--- src/rtl/ibs_pkg.sv ---
// Shared types and constants for the interval bin statistics block.
// No dependencies; used by every module under rtl/.
package ibs_pkg;

	localparam int SAMPLE_W = 16;
	localparam int COUNT_W  = 17;
	localparam int SUM_W    = 32;
	localparam int SQSUM_W  = 48;
	localparam int WIDE_W   = 64;

	localparam logic [COUNT_W-1:0]  MAX_BINS = 17'd65536;
	localparam logic [SAMPLE_W-1:0] SMP_MAX  = 16'h7FFF;
	localparam logic [SAMPLE_W-1:0] SMP_MIN  = 16'h8000;

	// accumulator snapshot handed to the sequencer at interval end
	typedef struct packed {
		logic [COUNT_W-1:0]  count;
		logic [SUM_W-1:0]    sum;
		logic [SQSUM_W-1:0]  sumsq;
		logic [SAMPLE_W-1:0] min_v;
		logic [SAMPLE_W-1:0] max_v;
		logic                ovf;
	} acc_t;

	// one finished result
	typedef struct packed {
		logic [COUNT_W-1:0]  count;
		logic                has_values;
		logic [SUM_W-1:0]    total;
		logic [SAMPLE_W-1:0] smallest;
		logic [SAMPLE_W-1:0] largest;
		logic [SAMPLE_W-1:0] mean;
		logic [SAMPLE_W-1:0] deviation;
		logic                has_dev;
		logic                ovf;
	} res_t;

endpackage

--- src/rtl/ibs_addsub.sv ---
// Shared 64-bit add/subtract unit with carry out (carry = no borrow on subtract).
// Depends on ibs_pkg.
module ibs_addsub (
	input  logic [ibs_pkg::WIDE_W-1:0] a,
	input  logic [ibs_pkg::WIDE_W-1:0] b,
	input  logic                       sub,
	output logic [ibs_pkg::WIDE_W-1:0] res,
	output logic                       carry
);

	logic [ibs_pkg::WIDE_W:0] full;

	always_comb begin
		full = {1'b0, a} + {1'b0, (sub ? ~b : b)} + {{ibs_pkg::WIDE_W{1'b0}}, sub};
		res = full[ibs_pkg::WIDE_W-1:0];
		carry = full[ibs_pkg::WIDE_W];
	end

endmodule

--- src/rtl/ibs_accum.sv ---
// Running accumulators: count, sum, sum of squares, min, max, overflow.
// One squaring stage ahead of the accumulate. Depends on ibs_pkg.
module ibs_accum (
	input  logic                                clk,
	input  logic                                arst_n,
	input  logic                                in_fire,
	input  logic signed [ibs_pkg::SAMPLE_W-1:0] sample,
	input  logic                                sample_missing,
	input  logic                                last_in_interval,
	input  logic                                clear,
	output ibs_pkg::acc_t                       acc,
	output logic                                fin,
	output logic                                pend
);

	logic                                vld_s1;
	logic                                val_s1;
	logic                                last_s1;
	logic signed [ibs_pkg::SAMPLE_W-1:0] smp_s1;
	logic [31:0]                         sqr_s1;
	logic signed [31:0]                  sqr_d;

	logic [ibs_pkg::COUNT_W-1:0]  count_q;
	logic [ibs_pkg::SUM_W-1:0]    sum_q;
	logic [ibs_pkg::SQSUM_W-1:0]  sumsq_q;
	logic [ibs_pkg::SAMPLE_W-1:0] min_q;
	logic [ibs_pkg::SAMPLE_W-1:0] max_q;
	logic                         ovf_q;
	logic                         fin_q;

	assign sqr_d = sample * sample;

	always_ff @(posedge clk or negedge arst_n) begin
		if (!arst_n) begin
			vld_s1 <= 1'b0;
		end else begin
			vld_s1 <= in_fire;
		end
	end

	always_ff @(posedge clk) begin
		if (in_fire) begin
			val_s1 <= ~sample_missing;
			last_s1 <= last_in_interval;
			smp_s1 <= sample;
			sqr_s1 <= sqr_d;
		end
	end

	always_ff @(posedge clk or negedge arst_n) begin
		if (!arst_n) begin
			count_q <= '0;
			sum_q <= '0;
			sumsq_q <= '0;
			min_q <= ibs_pkg::SMP_MAX;
			max_q <= ibs_pkg::SMP_MIN;
			ovf_q <= 1'b0;
			fin_q <= 1'b0;
		end else if (clear) begin
			count_q <= '0;
			sum_q <= '0;
			sumsq_q <= '0;
			min_q <= ibs_pkg::SMP_MAX;
			max_q <= ibs_pkg::SMP_MIN;
			ovf_q <= 1'b0;
			fin_q <= 1'b0;
		end else if (vld_s1) begin
			if (val_s1) begin
				if (count_q >= ibs_pkg::MAX_BINS) begin
					ovf_q <= 1'b1;
				end else begin
					count_q <= count_q + 1'b1;
					sum_q <= sum_q + {{(ibs_pkg::SUM_W-ibs_pkg::SAMPLE_W){smp_s1[15]}}, smp_s1};
					sumsq_q <= sumsq_q + {{(ibs_pkg::SQSUM_W-32){1'b0}}, sqr_s1};
					if (smp_s1 < $signed(min_q)) min_q <= smp_s1;
					if (smp_s1 > $signed(max_q)) max_q <= smp_s1;
				end
			end
			if (last_s1) fin_q <= 1'b1;
		end
	end

	assign acc = '{count: count_q, sum: sum_q, sumsq: sumsq_q,
		min_v: min_q, max_v: max_q, ovf: ovf_q};
	assign fin = fin_q;
	// hold off new requests until the interval end is handed over
	assign pend = (vld_s1 && last_s1) || fin_q;

endmodule

--- src/rtl/ibs_seq.sv ---
// Interval-end sequencer: mean division, n*sumsq, sum^2, n*(n-1), the
// variance division and the square root, all on one shared adder.
// Depends on ibs_pkg and ibs_addsub.
module ibs_seq (
	input  logic          clk,
	input  logic          arst_n,
	input  logic          start,
	input  ibs_pkg::acc_t acc,
	input  logic          en,
	input  logic          res_free,
	output logic          idle,
	output logic          clear,
	output logic          res_load,
	output ibs_pkg::res_t res
);

	localparam logic [3:0] ST_IDLE = 4'd0;
	localparam logic [3:0] ST_ABS  = 4'd1;
	localparam logic [3:0] ST_MDIV = 4'd2;
	localparam logic [3:0] ST_SQ   = 4'd3;
	localparam logic [3:0] ST_NUM  = 4'd4;
	localparam logic [3:0] ST_DIFF = 4'd5;
	localparam logic [3:0] ST_NM1  = 4'd6;
	localparam logic [3:0] ST_DEN  = 4'd7;
	localparam logic [3:0] ST_QDIV = 4'd8;
	localparam logic [3:0] ST_SQRT = 4'd9;
	localparam logic [3:0] ST_DONE = 4'd10;

	localparam logic [5:0] LAST_32 = 6'd31;
	localparam logic [5:0] LAST_17 = 6'd16;
	localparam logic [5:0] LAST_64 = 6'd63;

	logic [3:0] state_q;
	logic [5:0] cnt_q;

	logic [ibs_pkg::COUNT_W-1:0]  n_q;
	logic [ibs_pkg::SUM_W-1:0]    sum_q;
	logic [ibs_pkg::SQSUM_W-1:0]  sumsq_q;
	logic [ibs_pkg::SAMPLE_W-1:0] min_q;
	logic [ibs_pkg::SAMPLE_W-1:0] max_q;
	logic                         ovf_q;
	logic                         en_q;

	logic [31:0]                 abs_q;
	logic [31:0]                 mq_q;
	logic [ibs_pkg::COUNT_W-1:0] mr_q;
	logic [63:0]                 sq_q;
	logic [63:0]                 num_q;
	logic [ibs_pkg::COUNT_W-1:0] nm1_q;
	logic [31:0]                 den_q;
	logic [31:0]                 dr_q;
	logic [33:0]                 sr_q;
	logic [31:0]                 root_q;

	logic [63:0] op_a;
	logic [63:0] op_b;
	logic        op_sub;
	logic [63:0] u_res;
	logic        u_carry;
	logic [4:0]  nbit;
	logic        has_dev;
	logic [15:0] mean_v;

	ibs_addsub u_addsub (
		.a     (op_a),
		.b     (op_b),
		.sub   (op_sub),
		.res   (u_res),
		.carry (u_carry)
	);

	// multiplier bit of n or n-1, walked from the top
	assign nbit = 5'd16 - cnt_q[4:0];

	always_comb begin
		op_a = '0;
		op_b = '0;
		op_sub = 1'b0;
		case (state_q)
			ST_ABS: begin
				op_b = {{32{sum_q[31]}}, sum_q};
				op_sub = 1'b1;
			end
			ST_MDIV: begin
				op_a = {46'b0, mr_q, mq_q[31]};
				op_b = {47'b0, n_q};
				op_sub = 1'b1;
			end
			ST_SQ: begin
				op_a = {sq_q[62:0], 1'b0};
				op_b = abs_q[~cnt_q[4:0]] ? {32'b0, abs_q} : 64'b0;
			end
			ST_NUM: begin
				op_a = {num_q[62:0], 1'b0};
				op_b = n_q[nbit] ? {16'b0, sumsq_q} : 64'b0;
			end
			ST_DIFF: begin
				op_a = num_q;
				op_b = sq_q;
				op_sub = 1'b1;
			end
			ST_NM1: begin
				op_a = {47'b0, n_q};
				op_b = 64'd1;
				op_sub = 1'b1;
			end
			ST_DEN: begin
				op_a = {32'b0, den_q[30:0], 1'b0};
				op_b = nm1_q[nbit] ? {47'b0, n_q} : 64'b0;
			end
			ST_QDIV: begin
				op_a = {31'b0, dr_q, num_q[63]};
				op_b = {32'b0, den_q};
				op_sub = 1'b1;
			end
			ST_SQRT: begin
				op_a = {28'b0, sr_q, num_q[63:62]};
				op_b = {30'b0, root_q, 2'b01};
				op_sub = 1'b1;
			end
			default: begin
				op_sub = 1'b0;
			end
		endcase
	end

	always_ff @(posedge clk or negedge arst_n) begin
		if (!arst_n) begin
			state_q <= ST_IDLE;
			cnt_q <= '0;
		end else begin
			case (state_q)
				ST_IDLE: begin
					if (start) state_q <= ST_ABS;
					cnt_q <= '0;
				end
				ST_ABS: state_q <= ST_MDIV;
				ST_MDIV: begin
					cnt_q <= cnt_q + 1'b1;
					if (cnt_q == LAST_32) begin
						cnt_q <= '0;
						state_q <= (en_q && n_q > 17'd1) ? ST_SQ : ST_DONE;
					end
				end
				ST_SQ: begin
					cnt_q <= cnt_q + 1'b1;
					if (cnt_q == LAST_32) begin
						cnt_q <= '0;
						state_q <= ST_NUM;
					end
				end
				ST_NUM: begin
					cnt_q <= cnt_q + 1'b1;
					if (cnt_q == LAST_17) begin
						cnt_q <= '0;
						state_q <= ST_DIFF;
					end
				end
				// numerator not above sum^2: deviation stays zero
				ST_DIFF: state_q <= u_carry ? ST_NM1 : ST_DONE;
				ST_NM1: state_q <= ST_DEN;
				ST_DEN: begin
					cnt_q <= cnt_q + 1'b1;
					if (cnt_q == LAST_17) begin
						cnt_q <= '0;
						state_q <= ST_QDIV;
					end
				end
				ST_QDIV: begin
					cnt_q <= cnt_q + 1'b1;
					if (cnt_q == LAST_64) begin
						cnt_q <= '0;
						state_q <= ST_SQRT;
					end
				end
				ST_SQRT: begin
					cnt_q <= cnt_q + 1'b1;
					if (cnt_q == LAST_32) begin
						cnt_q <= '0;
						state_q <= ST_DONE;
					end
				end
				ST_DONE: begin
					if (res_free) state_q <= ST_IDLE;
				end
				default: state_q <= ST_IDLE;
			endcase
		end
	end

	always_ff @(posedge clk) begin
		case (state_q)
			ST_IDLE: begin
				if (start) begin
					n_q <= acc.count;
					sum_q <= acc.sum;
					sumsq_q <= acc.sumsq;
					min_q <= acc.min_v;
					max_q <= acc.max_v;
					ovf_q <= acc.ovf;
					en_q <= en;
				end
			end
			ST_ABS: begin
				abs_q <= sum_q[31] ? u_res[31:0] : sum_q;
				mq_q <= sum_q[31] ? u_res[31:0] : sum_q;
				mr_q <= '0;
				root_q <= '0;
			end
			ST_MDIV: begin
				mr_q <= u_carry ? u_res[16:0] : {mr_q[15:0], mq_q[31]};
				mq_q <= {mq_q[30:0], u_carry};
				sq_q <= '0;
			end
			ST_SQ: begin
				sq_q <= u_res;
				num_q <= '0;
			end
			ST_NUM: num_q <= u_res;
			ST_DIFF: num_q <= u_res;
			ST_NM1: begin
				nm1_q <= u_res[16:0];
				den_q <= '0;
			end
			ST_DEN: begin
				den_q <= u_res[31:0];
				dr_q <= '0;
			end
			ST_QDIV: begin
				dr_q <= u_carry ? u_res[31:0] : {dr_q[30:0], num_q[63]};
				num_q <= {num_q[62:0], u_carry};
				sr_q <= '0;
			end
			ST_SQRT: begin
				sr_q <= u_carry ? u_res[33:0] : {sr_q[31:0], num_q[63:62]};
				root_q <= {root_q[30:0], u_carry};
				num_q <= {num_q[61:0], 2'b00};
			end
			default: begin
				en_q <= en_q;
			end
		endcase
	end

	assign has_dev = en_q && (n_q > 17'd1);

	// truncated quotient back to signed, saturated to 16 bits
	always_comb begin
		if (n_q == '0) begin
			mean_v = '0;
		end else if (!sum_q[31]) begin
			mean_v = (|mq_q[31:15]) ? ibs_pkg::SMP_MAX : mq_q[15:0];
		end else if ((|mq_q[31:16]) || (mq_q[15] && (|mq_q[14:0]))) begin
			mean_v = ibs_pkg::SMP_MIN;
		end else begin
			mean_v = (~mq_q[15:0]) + 16'd1;
		end
	end

	always_comb begin
		res.count = n_q;
		res.has_values = (n_q != '0);
		res.total = res.has_values ? sum_q : '0;
		res.smallest = res.has_values ? min_q : '0;
		res.largest = res.has_values ? max_q : '0;
		res.mean = mean_v;
		res.deviation = has_dev ? ((|root_q[31:16]) ? 16'hFFFF : root_q[15:0]) : 16'd0;
		res.has_dev = has_dev;
		res.ovf = ovf_q;
	end

	assign idle = (state_q == ST_IDLE);
	assign clear = idle && start;
	assign res_load = (state_q == ST_DONE) && res_free;

endmodule

--- src/rtl/interval_bin_statistics_core.sv ---
// Interval bin statistics: count, sum, min, max, mean and unbiased deviation
// of the non-missing Q8.8 samples of one interval.
//
// Input channel (in_valid/in_ready) takes one bin sample per request, with a
// missing flag and a last-of-interval flag. Samples inside an interval are
// taken one per cycle. The request marked last closes the interval; the
// block then drops in_ready while it finishes the statistics on one shared
// 64-bit adder: a 32-step mean division and, with the deviation, a 32-step
// square, two 17-step products, a 64-step division and a 32-step square
// root. Its bound is that single adder.
// Output channel (out_valid/out_ready) carries one result per interval from
// an output register; a stalled receiver holds the result, and the next
// interval is taken meanwhile until its own result is ready to load.
// cfg_wr_en/cfg_wr_data write stddev_enable (reset 1), read at interval end.
// Reset clears the accumulators, the sequencer and the output valid.
// Depends on ibs_pkg, ibs_accum, ibs_seq.
module interval_bin_statistics_core (
	input  logic               clk,
	input  logic               arst_n,
	input  logic               cfg_wr_en,
	input  logic               cfg_wr_data,
	input  logic               in_valid,
	output logic               in_ready,
	input  logic signed [15:0] sample,
	input  logic               sample_missing,
	input  logic               last_in_interval,
	output logic               out_valid,
	input  logic               out_ready,
	output logic [16:0]        value_count,
	output logic               has_values,
	output logic signed [31:0] total,
	output logic signed [15:0] smallest,
	output logic signed [15:0] largest,
	output logic signed [15:0] mean,
	output logic [15:0]        deviation,
	output logic               has_deviation,
	output logic               count_overflow
);

	logic          en_q;
	logic          in_fire;
	logic          clear;
	logic          fin;
	logic          pend;
	logic          idle;
	logic          res_free;
	logic          res_load;
	ibs_pkg::acc_t acc;
	ibs_pkg::res_t res;
	ibs_pkg::res_t out_q;
	logic          out_valid_q;

	always_ff @(posedge clk or negedge arst_n) begin
		if (!arst_n) begin
			en_q <= 1'b1;
		end else if (cfg_wr_en) begin
			en_q <= cfg_wr_data;
		end
	end

	assign in_ready = idle && !pend;
	assign in_fire = in_valid && in_ready;

	ibs_accum u_accum (
		.clk              (clk),
		.arst_n           (arst_n),
		.in_fire          (in_fire),
		.sample           (sample),
		.sample_missing   (sample_missing),
		.last_in_interval (last_in_interval),
		.clear            (clear),
		.acc              (acc),
		.fin              (fin),
		.pend             (pend)
	);

	ibs_seq u_seq (
		.clk      (clk),
		.arst_n   (arst_n),
		.start    (fin),
		.acc      (acc),
		.en       (en_q),
		.res_free (res_free),
		.idle     (idle),
		.clear    (clear),
		.res_load (res_load),
		.res      (res)
	);

	assign res_free = !out_valid_q || out_ready;

	always_ff @(posedge clk or negedge arst_n) begin
		if (!arst_n) begin
			out_valid_q <= 1'b0;
		end else if (res_load) begin
			out_valid_q <= 1'b1;
		end else if (out_ready) begin
			out_valid_q <= 1'b0;
		end
	end

	always_ff @(posedge clk) begin
		if (res_load) out_q <= res;
	end

	assign out_valid = out_valid_q;
	assign value_count = out_q.count;
	assign has_values = out_q.has_values;
	assign total = out_q.total;
	assign smallest = out_q.smallest;
	assign largest = out_q.largest;
	assign mean = out_q.mean;
	assign deviation = out_q.deviation;
	assign has_deviation = out_q.has_dev;
	assign count_overflow = out_q.ovf;

endmodule

--- config.mk ---
export PLATFORM = sky130hd
export DESIGN_NAME = interval_bin_statistics_core
export DESIGN_NICKNAME = d
export VERILOG_FILES = /design/src/rtl/ibs_pkg.sv /design/src/rtl/ibs_addsub.sv /design/src/rtl/ibs_accum.sv /design/src/rtl/ibs_seq.sv /design/src/rtl/interval_bin_statistics_core.sv
export SDC_FILE = /design/constraint.sdc
export NUM_CORES = 2
export LEC_CHECK = 0
export ABC_AREA = 1
export BUFFER_PORTS_ARGS = -buffer_cell sky130_fd_sc_hd__buf_2
export CORE_UTILIZATION = 61
export CTS_BUF_LIST = sky130_fd_sc_hd__clkbuf_4
export DETAILED_ROUTE_END_ITERATION = 8
export PLACE_DENSITY = 0.8
export SETUP_SLACK_MARGIN = 0.02
export SLEW_MARGIN = 20
export SYNTH_ARGS = -nofsm -noshare
export SYNTH_HDL_FRONTEND = slang
export SYNTH_SLANG_ARGS = --single-unit
--- constraint.sdc ---
create_clock -name clk -period 11.92 [get_ports clk]
set_input_delay 0.596 -clock clk [delete_from_list [all_inputs] [get_ports clk]]
set_output_delay 0.596 -clock clk [all_outputs]
set_load 0.005 [all_outputs]
==> flow_metrics.env <==
export IMPL_path_clk_slew_ns=0.07
export IMPL_ys_async_sr_fraction=0.1811
export IMPL_cts_buffer_depth=3
export IMPL_yosysTopAreaCell="edfxtp_1"
export IMPL_cp_start_kind="flip-flop"
export IMPL_dp_final_hpwl_mm=119.9
export IMPL_die_h_microns=294.1
export IMPL_cpLargestDelayFamily="buffers and inverters"
export IMPL_syn_area_per_cell_sq_um=9.065
export IMPL_grtUsageTotal=0.3752
export IMPL_cts_tree="built"
export IMPL_maxCapViolations=0
export IMPL_postRouteAntennaNets=0
export IMPL_arrival_ns=9.06
export IMPL_grt_pass1_vias=42514
export IMPL_critical_path_depth=33
export IMPL_r2r_slack_ns=3.83
export IMPL_clock_skew_final_ns=0.07745
export IMPL_cts_sinks=795
export IMPL_ctsHoldBuffers=22
export IMPL_yosys_warnings=0
export IMPL_routed_wl_mm=160.9
export IMPL_maxSlewHeadroom=0.2933
export IMPL_yosysTopAreaCellShare=0.3757
export IMPL_vias_per_cell=5.960
export IMPL_post_route_period_util=0.6786
export IMPL_synthCells=5740
export IMPL_synth_area_top_cells="edfxtp_1, fa_1, nand2_1"
export IMPL_htreeDepth=4
export IMPL_post_route_cells_drive_above_1_share=0.1050
export IMPL_hold_path_class="input port to async pin"
export IMPL_dieArea_sq_um=86470
export IMPL_portBuffers=141
export IMPL_ys_seq_elements=795
export IMPL_ys_types=71
export IMPL_cts_root_buf="clkbuf_4"
export IMPL_cts_resized=0
export IMPL_grt_overflow=0
export IMPL_rsz0062_at_grt="false"
export IMPL_fmax_mhz=123.6
export IMPL_ios=142
export IMPL_nets=6456
export IMPL_cts_made_buffers=202
export IMPL_synth_nets=6252
export IMPL_hold_viol_final=0
export IMPL_crit_start="u_seq.state_q[3]$_DFFE_PN0P_"
export IMPL_endpoint_kind="flip-flop"
export IMPL_grt_pass1_wl_mm=245.0
export IMPL_timing_setup_tns_ns=0
export IMPL_synthFlopType="edfxtp_1"
export IMPL_critPathMaxFanout=84
export IMPL_wire_per_inst_microns=22.17
export IMPL_cts_setup_buffers=0
export IMPL_firstDrtPassIters=6
export IMPL_layout_min_cycle_time_ns=8.089
export IMPL_start_util=0.6188
export IMPL_worst_ep_required_time_ns=12.89
export IMPL_critPathMostFrequentCell="nand2_1"
export IMPL_num_vias=43249
export IMPL_path_class="flip-flop to flip-flop"
export IMPL_clock_latency_ns=1.18
export IMPL_gp_congestion=1.051
export IMPL_areaGrowthSynthToFinish_pct=8.892
export IMPL_r2r_start="u_seq.state_q[3]$_DFFE_PN0P_"
export IMPL_die_w_microns=294.1
export IMPL_drc_errors=0
export IMPL_max_stage_delay_ns=0.91
export IMPL_outcome="finished, final reports clean"
export IMPL_synth_edff_count=651
export IMPL_slew_viol_final=0
export IMPL_max_slew_worst_pin_slew_ns=1.060
export IMPL_path_buf_inv=10
export IMPL_antenna_found_initial=5
export IMPL_drtIter0Drc=4873
export IMPL_r2r_cells=33
export IMPL_slowest_stage="clkinv_2"
export IMPL_grt_max_degree=85
export IMPL_synth_area_sq_um=52030
export IMPL_setup_viol=0
export IMPL_ys_seq_area_frac=0.4453
export IMPL_fp_row_count=106
export IMPL_core_area_sq_um=84090
final cells by class:
class                   instances  area (sq um)
well taps                    1134          1419
repair buffers                213          1308
flip-flops and latches        795         23170
fillers                      6724         27420
clock buffers                 310          2327
diodes                          6         15.01
multi-input cells            3699         24190
clock inverters                67         347.8
inverters                    1033          3886
cell families after synthesis:
| kind of cell | after synthesis | synth area share |
|---|---|---|
| AOI/OAI and AO/OA | 1145 | 0.1350 |
| xor gates and xnor gates | 142 | 0.02448 |
| adders and majority gates | 488 | 0.1527 |
| buffers and inverters | 1246 | 0.09161 |
| DFF | 795 | 0.4453 |
| muxes | 2 | 0.0004088 |
| and+or+nand+nor | 1922 | 0.1505 |
synth_stat cells, drive strengths merged, types with 5 or more instances:
library cell	count
nand3	151
o2111ai	18
a221oi	41
or2	23
o211ai	25
o22ai	149
a21oi	341
a21boi	8
clkbuf	157
dfrtp	127
dfstp	17
nor4	12
and3	5
o31ai	11
clkinv	6
edfxtp	651
o311ai	10
a21o	8
o21ai	315
nand4	36
nand3b	12
ha	243
nor2	493
a22o	5
a211oi	27
nand2	1116
inv	1027
a31oi	26
fa	245
buf	56
o221ai	77
a22oi	14
a2111oi	14
xnor2	80
o21bai	25
nor3	68
xor2	62
o21a	21
per-stage QoR:
stage	hold WS [ns]	utilization	setup slack, ns	instances	area [sq um]
after global routing	0.1193	0.6737	3.280	7253	56650
after global placement	0.4227	0.6392	4.262	6852	53750
after floorplan	0.3004	-	5.462	5740	52030
final	0.06427	0.6739	3.831	7257	56660
after CTS	0.04720	0.6737	3.986	7251	56640
after detailed placement	0.4331	0.6392	4.067	6852	53750
final timing paths:
kind	to
max in group asynchronous	u_accum.sumsq_q[2]$_DFFE_PN0P_
min in group clk	u_accum.vld_s1$_DFF_PN0_
setup reg to reg	u_seq.sr_q[20]$_SDFFCE_PN0N_
setup / recovery	u_seq.sr_q[20]$_SDFFCE_PN0N_
hold reg to reg	u_seq.max_q[13]$_DFFE_PP_
hold / removal	u_accum.count_q[12]$_DFFE_PN0P_
metal layers:
layer	up-vias	share of wire	wire length (microns)	track usage
li1	19751	-	-	-
met1	20542	0.38	61280	0.4902
met2	2550	0.46	73530	0.5883
met3	406	0.11	17880	0.09162
met4	0	0.051	8182	0.1803
met5	-	0	0	0
state kept, by name (all words and copies together) (netlist names), 34 cells and up:
register / flops
u_accum.sumsq_q: 48
u_seq.sr_q: 34
u_seq.sumsq_q: 48
u_seq.num_q: 64
u_seq.sq_q: 64
layout by cell type (no fill, tap or decap), drive strengths merged, types with 27 or more instances in the layout:
cell       n
a211oi    27
a21oi    341
a221oi    41
buf      191
clkbuf   310
clkinv    62
dfrtp    127
edfxtp   651
fa       245
ha       243
inv     1035
nand2   1116
nand3    151
nand4     36
nor2     493
nor3      68
o21ai    315
o221ai    77
o22ai    149
xnor2     80
xor2      62
worst reg2reg max path, delay by kind of cell (launching register included):
| family | cells | cell delay, ns |
|---|---|---|
| xor gates and xnor gates | 1 | 0.16 |
| adders and majority gates | 1 | 0.37 |
| and+or+nand+nor | 12 | 1.65 |
| DFF | 1 | 0.34 |
| AOI/OAI and AO/OA | 9 | 1.65 |
| buffers and inverters | 10 | 3.74 |
Power is not shown: default switching activity piles up to over one toggle a cycle in this logic, so the estimate is an artifact.
